`src/hw/rtl/pim_pkg.sv`:
```
// Shared constants and types for the PPS interval monitor.
`timescale 1ns / 1ps

package pim_pkg;

    // Timer rate in ticks per second and the microsecond scale.
    localparam int unsigned      TIMER_HZ      = 1000000;
    localparam longint unsigned  US_PER_SECOND = 64'd1000000;
    localparam int               US_W          = $clog2(US_PER_SECOND + 1);
    localparam logic [US_W-1:0]  US_MULT       = US_W'(US_PER_SECOND);

    // Exact division of a 64-bit value by TIMER_HZ as a multiply by a
    // 65-bit reciprocal followed by a right shift of 64 + RECIP_SHIFT.
    // Bit 64 of the reciprocal is always set, so only the low 64 bits are
    // kept and the top bit is applied as an added copy of the dividend.
    localparam int               RECIP_SHIFT   = $clog2(TIMER_HZ);
    localparam logic [127:0]     RECIP_FULL    =
        ((128'd1 << (64 + RECIP_SHIFT)) / 128'(TIMER_HZ)) + 128'd1;
    localparam logic [63:0]      RECIP_LO      = RECIP_FULL[63:0];

    // Configuration register file.
    localparam int               CFG_W         = 32;
    typedef logic [1:0]          t_cfg_idx;
    typedef logic [CFG_W-1:0]    t_cfg_val;

    localparam t_cfg_idx         CFG_MIN_INTERVAL = 2'd0;
    localparam t_cfg_idx         CFG_MAX_INTERVAL = 2'd1;
    localparam t_cfg_idx         CFG_NOM_INTERVAL = 2'd2;

    localparam t_cfg_val         RST_MIN_INTERVAL = 32'd990000;
    localparam t_cfg_val         RST_MAX_INTERVAL = 32'd1010000;
    localparam t_cfg_val         RST_NOM_INTERVAL = 32'd1000000;

endpackage

```
`src/hw/rtl/pim_res_if.sv`:
```
// Channel carrying one interval result per PPS edge.
`timescale 1ns / 1ps

interface pim_res_if;
    logic        valid;
    logic        ready;
    logic [63:0] edge_time_us;
    logic [31:0] period_out;
    logic [31:0] jitter_out;
    logic        first_edge;
    logic        interval_ok;
    logic [31:0] edges_seen;
    logic [31:0] good_intervals;
    logic [31:0] bad_intervals;

    modport source (
        output valid, output edge_time_us, output period_out, output jitter_out,
        output first_edge, output interval_ok, output edges_seen,
        output good_intervals, output bad_intervals, input ready
    );
    modport sink (
        input valid, input edge_time_us, input period_out, input jitter_out,
        input first_edge, input interval_ok, input edges_seen,
        input good_intervals, input bad_intervals, output ready
    );
endinterface

```
`src/hw/rtl/pim_interval_check.sv`:
```
// Interval measurement, limit check, jitter and edge counters.
`timescale 1ns / 1ps

module pim_interval_check (
    input  logic                i_clk,
    input  logic                i_rst_n,
    input  logic                i_vld,
    output logic                o_rdy,
    input  logic [63:0]         i_time_us,
    input  pim_pkg::t_cfg_val   i_min_interval,
    input  pim_pkg::t_cfg_val   i_max_interval,
    input  pim_pkg::t_cfg_val   i_nom_interval,
    pim_res_if.source           o_res
);

    logic        en_f;
    logic        en_g;
    logic        r_vld_f;
    logic        r_vld_g;
    logic [63:0] r_prev;
    logic [63:0] diff;

    logic [63:0] r_now;
    logic        r_first;
    logic        r_pvalid;
    logic [31:0] r_diff;

    logic [31:0] period;
    logic        in_lim;
    logic [31:0] jit;

    logic [63:0] r_time_o;
    logic [31:0] r_period;
    logic [31:0] r_jitter;
    logic        r_first_o;
    logic        r_ok;
    logic [31:0] r_edges;
    logic [31:0] r_good;
    logic [31:0] r_bad;

    assign en_g  = !r_vld_g || o_res.ready;
    assign en_f  = !r_vld_f || en_g;
    assign o_rdy = en_f;

    assign diff = i_time_us - r_prev;

    // Stage one: difference against the stored time, which is replaced by
    // every new edge.
    always_ff @(posedge i_clk) begin
        if (!i_rst_n) begin
            r_vld_f <= 1'b0;
            r_prev  <= '0;
        end else begin
            if (en_f) begin
                r_vld_f <= i_vld;
            end
            if (en_f && i_vld) begin
                r_prev <= i_time_us;
            end
        end
    end

    always_ff @(posedge i_clk) begin
        if (en_f) begin
            r_now    <= i_time_us;
            r_first  <= (r_prev == '0);
            r_pvalid <= (r_prev != '0) && (i_time_us > r_prev) && (diff[63:32] == '0);
            r_diff   <= diff[31:0];
        end
    end

    // Stage two: limit check and jitter.
    assign period = r_pvalid ? r_diff : '0;
    assign in_lim = r_pvalid && (period >= i_min_interval) && (period <= i_max_interval);
    assign jit    = (period >= i_nom_interval) ? (period - i_nom_interval)
                                               : (i_nom_interval - period);

    always_ff @(posedge i_clk) begin
        if (!i_rst_n) begin
            r_vld_g <= 1'b0;
            r_edges <= '0;
            r_good  <= '0;
            r_bad   <= '0;
        end else begin
            if (en_g) begin
                r_vld_g <= r_vld_f;
            end
            if (en_g && r_vld_f) begin
                r_edges <= r_edges + 32'd1;
                if (!r_first) begin
                    if (in_lim) begin
                        r_good <= r_good + 32'd1;
                    end else begin
                        r_bad <= r_bad + 32'd1;
                    end
                end
            end
        end
    end

    always_ff @(posedge i_clk) begin
        if (en_g) begin
            r_time_o  <= r_now;
            r_period  <= period;
            r_jitter  <= in_lim ? jit : '0;
            r_first_o <= r_first;
            r_ok      <= in_lim;
        end
    end

    assign o_res.valid          = r_vld_g;
    assign o_res.edge_time_us   = r_time_o;
    assign o_res.period_out     = r_period;
    assign o_res.jitter_out     = r_jitter;
    assign o_res.first_edge     = r_first_o;
    assign o_res.interval_ok    = r_ok;
    assign o_res.edges_seen     = r_edges;
    assign o_res.good_intervals = r_good;
    assign o_res.bad_intervals  = r_bad;

`ifndef SYNTHESIS
    a_ok_not_first: assert property (@(posedge i_clk) disable iff (!i_rst_n)
        (r_vld_g && r_ok) |-> (!r_first_o && (r_period != '0)))
        else $error("valid interval reported on a first edge or with zero period");

    a_jitter_needs_ok: assert property (@(posedge i_clk) disable iff (!i_rst_n)
        (r_vld_g && (r_jitter != '0)) |-> r_ok)
        else $error("nonzero jitter on an interval outside the limits");

    a_first_no_period: assert property (@(posedge i_clk) disable iff (!i_rst_n)
        (r_vld_g && r_first_o) |-> (r_period == '0))
        else $error("first edge carries a period");

    a_edge_count: assert property (@(posedge i_clk) disable iff (!i_rst_n)
        (en_g && r_vld_f) |=> (r_edges == $past(r_edges) + 32'd1))
        else $error("edge counter did not advance by one");

    a_judged_count: assert property (@(posedge i_clk) disable iff (!i_rst_n)
        (en_g && r_vld_f && !r_first) |=>
            ((r_good + r_bad) == $past(r_good + r_bad) + 32'd1))
        else $error("judged interval not counted exactly once");
`endif

endmodule
```
`src/flat_wrapper.sv`:
```
// flat-port wrapper written by rule: the top's interface ports become plain ports
module pim_interval_check_flat 
  (i_clk, i_rst_n, i_vld, o_rdy, i_time_us, i_min_interval, i_max_interval, i_nom_interval, o_res_valid, o_res_edge_time_us, o_res_period_out, o_res_jitter_out, o_res_first_edge, o_res_interval_ok, o_res_edges_seen, o_res_good_intervals, o_res_bad_intervals, o_res_ready);
  pim_res_if o_res_i ();
  input  logic i_clk;
  input  logic i_rst_n;
  input  logic i_vld;
  output logic o_rdy;
  input  logic [63:0] i_time_us;
  input  pim_pkg::t_cfg_val i_min_interval;
  input  pim_pkg::t_cfg_val i_max_interval;
  input  pim_pkg::t_cfg_val i_nom_interval;
  output wire logic [$bits(o_res_i.valid)-1:0] o_res_valid;
  output wire logic [$bits(o_res_i.edge_time_us)-1:0] o_res_edge_time_us;
  output wire logic [$bits(o_res_i.period_out)-1:0] o_res_period_out;
  output wire logic [$bits(o_res_i.jitter_out)-1:0] o_res_jitter_out;
  output wire logic [$bits(o_res_i.first_edge)-1:0] o_res_first_edge;
  output wire logic [$bits(o_res_i.interval_ok)-1:0] o_res_interval_ok;
  output wire logic [$bits(o_res_i.edges_seen)-1:0] o_res_edges_seen;
  output wire logic [$bits(o_res_i.good_intervals)-1:0] o_res_good_intervals;
  output wire logic [$bits(o_res_i.bad_intervals)-1:0] o_res_bad_intervals;
  input wire logic [$bits(o_res_i.ready)-1:0] o_res_ready;
  assign o_res_valid = o_res_i.valid;
  assign o_res_edge_time_us = o_res_i.edge_time_us;
  assign o_res_period_out = o_res_i.period_out;
  assign o_res_jitter_out = o_res_i.jitter_out;
  assign o_res_first_edge = o_res_i.first_edge;
  assign o_res_interval_ok = o_res_i.interval_ok;
  assign o_res_edges_seen = o_res_i.edges_seen;
  assign o_res_good_intervals = o_res_i.good_intervals;
  assign o_res_bad_intervals = o_res_i.bad_intervals;
  assign o_res_i.ready = o_res_ready;
  pim_interval_check u_core (.i_clk(i_clk), .i_rst_n(i_rst_n), .i_vld(i_vld), .o_rdy(o_rdy), .i_time_us(i_time_us), .i_min_interval(i_min_interval), .i_max_interval(i_max_interval), .i_nom_interval(i_nom_interval), .o_res(o_res_i));
endmodule
```
`config.mk`:
```
export PLATFORM = sky130hd
export DESIGN_NAME = pim_interval_check_flat
export DESIGN_NICKNAME = d
export VERILOG_FILES = /design/src/hw/rtl/pim_pkg.sv /design/src/hw/rtl/pim_res_if.sv /design/src/hw/rtl/pim_interval_check.sv /design/src/flat_wrapper.sv
export SDC_FILE = /design/constraint.sdc
export NUM_CORES = 1
export LEC_CHECK = 0
export BUFFER_PORTS_ARGS = -buffer_cell sky130_fd_sc_hd__buf_4
export CAP_MARGIN = 20
export CELL_PAD_IN_SITES_DETAIL_PLACEMENT = 1
export CELL_PAD_IN_SITES_GLOBAL_PLACEMENT = 1
export CORE_MARGIN = 3
export CORE_UTILIZATION = 35
export CTS_BUF_LIST = sky130_fd_sc_hd__clkbuf_16
export DETAILED_ROUTE_END_ITERATION = 12
export PLACE_DENSITY_LB_ADDON = 0.1
export SYNTH_ARGS = -nofsm -noshare
export SYNTH_HDL_FRONTEND = slang
export SYNTH_SLANG_ARGS = --single-unit
```
`constraint.sdc`:
```
create_clock -name i_clk -period 7.5 [get_ports i_clk]
set_clock_uncertainty 0.1 [all_clocks]
set_input_delay 0.75 -clock i_clk [delete_from_list [all_inputs] [get_ports i_clk]]
set_output_delay 0.75 -clock i_clk [all_outputs]
set_load 0.05 [all_outputs]
```
==> metrics.md <==
| Metric | Value |
|---|---|
| Wire length of the first global-routing pass | `120000 um` |
| Static Leak | `between 10 and 15 nW` |
| Slew headroom | `0.269` |
| First drt pass iteration count | `5` |
| Growth of design area from synthesis to finish | `23.3%` |
| GRT Util Overall | `0.225` |
| Number of nets at the end of the flow | `3206` |
| Post-Synthesis Cells | `roughly 2500` |
| Number of buffers on the longest clock path | `3` |
| Final min period | `about 5.2 ns` |
| CTS Root Buffer Type | `clkbuf_16` |
| Element type at the critical path end | `register` |
| Yosys warns | `0` |
| Required arrival time at the worst endpoint | `7.92 ns` |
| CTS tree | `yes` |
| Fraction of layout cells with a size suffix above 1 | `0.174` |
| Async S/R FF share, synth | `0` |
| CTS sink cnt | `390` |
| Result of the run | `finished clean` |
| Number of violations reported at the end of detailed-routing iteration 0 | `1171` |
| Part of the total power dissipated in combinational logic | `0.176` |
| DRC violation count after routing | `0` |
| Full die area | `68500 um2` |
| Final worst path period share | `0.698` |
| Core box area | `between 60000 and 70000 um2` |
| Net count of the mapped netlist | `2864` |
| Setup Viol. Count Final | `0` |
| Height of the chip | `262 um` |
| Flop and latch count out of synthesis | `390` |
| Cell Int Power | `between 4 and 5 mW` |
| Number of top-level pins | `392` |
| Critical path launch point type | `register` |
| Pwr Density | `206 nW/um2` |
| Top cell type's share of synthesized area | `0.299` |
| Clock slew at reported path FFs | `0.06 ns` |
| TritonCTS Buffers | `47` |
| Number of enable flip-flop cells after synthesis | `around 230` |
| Synth Area per Inst | `9.14 um2` |
| Via-to-Cell Ratio | `5.29` |
| Setup TNS Final | `0 ns` |
| Peak VDD IR | `0.169 mV` |
| Total Power | `just under 6 mW` |
| Number of antenna violations at the first check in global routing | `8` |
| Clock power share | `0.403` |
| Post-detailed-route wirelength per cell | `about 21 um` |
| DPL Wire Length | `62100 um` |
| Antenna viol nets, final | `0` |
| Pin count of the biggest net entering global routing | `94` |
| Max-slew violation total from the final report | `0` |
| Max Clk Rate | `about 0.19 GHz` |
| Number of different library cells in the post-synthesis netlist | `73` |
| Synth top area cells | `edfxtp_1 (30%), dfxtp_1 (14%), ha_1 (11%)` |
| Number of buffers inserted by post-CTS setup repair | `0` |
| Clock network latency to the later pin of the worst-skew pair | `between 0.5 and 0.6 ns` |
| Width of the die | `~260 um` |
| Fill cell instance count of the final layout | `7435` |
| Placement Rows | `93` |
| Hold-fix buffers at CTS | `0` |
| Number of global-route vias before repair | `between 20000 and 25000` |
| Total number of vias | `19800` |
| Worst Setup Path Type | `register to register` |
| Deepest level of the CTS H-tree | `2` |
| Primary flip-flop cell chosen by synthesis mapping | `edfxtp_1` |
| Critical path arrival | `around 5.7 ns` |
| Overflow after GRT | `0` |
| Library cell occupying the most area in the post-synthesis netlist | `edfxtp_1` |
| Switching Fraction | `0.293` |
| Sequential area share after synthesis | `0.441` |
| Detailed-route wire length | `79500 um` |
| Net switching power | `1.71 mW` |
| Endpoints failing hold | `0` |
| Initial cell density of the core | `0.354` |
| Max Cap Viol | `0` |
| RSZ-0062 raised after global routing | `no` |
| Weighted congestion at the end of routability-driven global placement | `0.895` |
| Maximum fanout encountered on the critical timing path | `29` |
| Transition time at the pin with the least slew margin | `1.10 ns` |
| Hold crit path type | `input pin to register` |
| Number of buffer cells added on primary ports | `391` |
| Cts repair resizes | `0` |
| Post-Synthesis Cell Area | `22900 um2` |
| Power share of the sequential group | `0.420` |
-- power by group through the flow --
stage	Sequential (mW)	Clock (mW)	Combinational, mW
3_5_place_dp	2.50	0	1.02
2_1_floorplan	2.62	0	0.516
4_1_cts	2.45	2.43	1.03
5_1_grt	2.46	2.50	1.12
3_3_place_gp	2.49	0	1.01
6_report	2.45	2.35	1.03
-- logic make-up after synthesis --
kind of cell / Yosys count / share of synthesized area
buf+inv: 341 / 0.0571
mux: 14 / 0.00618
xor+xnor: 151 / 0.0578
fa+ha+maj: 197 / 0.109
flops: 390 / 0.441
simple gates: 848 / 0.174
compound gates: 562 / 0.155
-- cell usage in the layout (no fill, tap or decap), types with 79 or more instances in the layout --
cell	count
buf_4	400
nand2_1	302
inv_1	238
edfxtp_1	228
a21oi_1	213
nor2_1	204
ha_1	194
dfxtp_1	162
o21ai_0	93
xor2_1	80
a21o_1	79
-- area by class of cell --
| class | count | area (um2) | area share |
|---|---|---|---|
| Multi-Input combinational cell | 1772 | 11500 | 0.408 |
| Sequential cell | 390 | 10100 | 0.358 |
| Timing Repair Buffer | 402 | 3040 | 0.108 |
| Clock buffer | 52 | 1300 | 0.0461 |
| Tap cell | 855 | 1070 | 0.0379 |
| Inverter | 232 | 878 | 0.0311 |
| Clock inverter | 36 | 303 | 0.0107 |
| Antenna cell | 9 | 22.5 | 0.000798 |
-- worst paths after layout --
kind | startpoint | endpoint | slack, ns | cells after the start
min | i_time_us[53] | u_core.r_now[53] | 0.25 | 1
max reg2reg | u_core.r_pvalid | u_core.o_res.good_intervals[29] | 2.27 | 15
min reg2reg | u_core.r_now[51] | u_core.o_res.edge_time_us[51] | 0.31 | 0
max | u_core.r_pvalid | u_core.o_res.good_intervals[29] | 2.27 | 15
-- synthesized netlist by cell type, types with 24 or more instances --
| cell | count |
|---|---|
| a21o_1 | 79 |
| a21oi_1 | 214 |
| and3_1 | 26 |
| clkbuf_1 | 97 |
| dfxtp_1 | 162 |
| edfxtp_1 | 228 |
| ha_1 | 194 |
| inv_1 | 232 |
| nand2_1 | 304 |
| nand3_1 | 72 |
| nand4_1 | 76 |
| nor2_1 | 204 |
| nor2b_1 | 25 |
| nor3_1 | 28 |
| nor4_1 | 30 |
| o21a_1 | 24 |
| o21ai_0 | 93 |
| xnor2_1 | 71 |
| xor2_1 | 80 |
-- stage by stage --
step	util	hold slack (ns)	instance area, um2	instances	setup WS [ns]
global placement	0.411	0.300	26600	3649	1.74
floorplan	-	0.300	22900	2503	1.87
finish	0.437	0.252	28200	3748	2.27
global route	0.437	0.222	28200	3746	1.92
detailed placement	0.411	0.305	26600	3649	1.60
CTS	0.436	0.216	28200	3737	1.59
-- critical path, cell delays in order (launching register included) --
cell and delay, ns:
edfxtp_1 0.52, buf_16 0.23, nand2_1 0.23, inv_1 0.24
ha_1 0.34, a21o_1 0.12, a211oi_1 0.07, o21a_1 0.20
o211ai_1 0.23, a221oi_1 0.21, o31ai_1 0.67, nand3_1 0.59
nor3_1 0.48, nand3_1 0.23, or4_1 0.51, a21oi_1 0.15
-- state kept, by name (all words and copies together) (netlist names), 32 cells and up --
name,flops
u_core.o_res.jitter_out,32
u_core.r_diff,32
u_core.o_res.good_intervals,32
u_core.o_res.period_out,32
u_core.o_res.edges_seen,32
u_core.o_res.edge_time_us,64
u_core.r_prev,64
u_core.r_now,64
u_core.o_res.bad_intervals,32
-- metal layers --
metal,share of wire,routed length [um],global-route usage
met3,0.049,3860,0.0355
met1,0.46,36400,0.304
met2,0.46,36800,0.369
met4,0.030,2380,0.0745
met5,0.00016,13,0
Power figures use the tool's default switching activity.
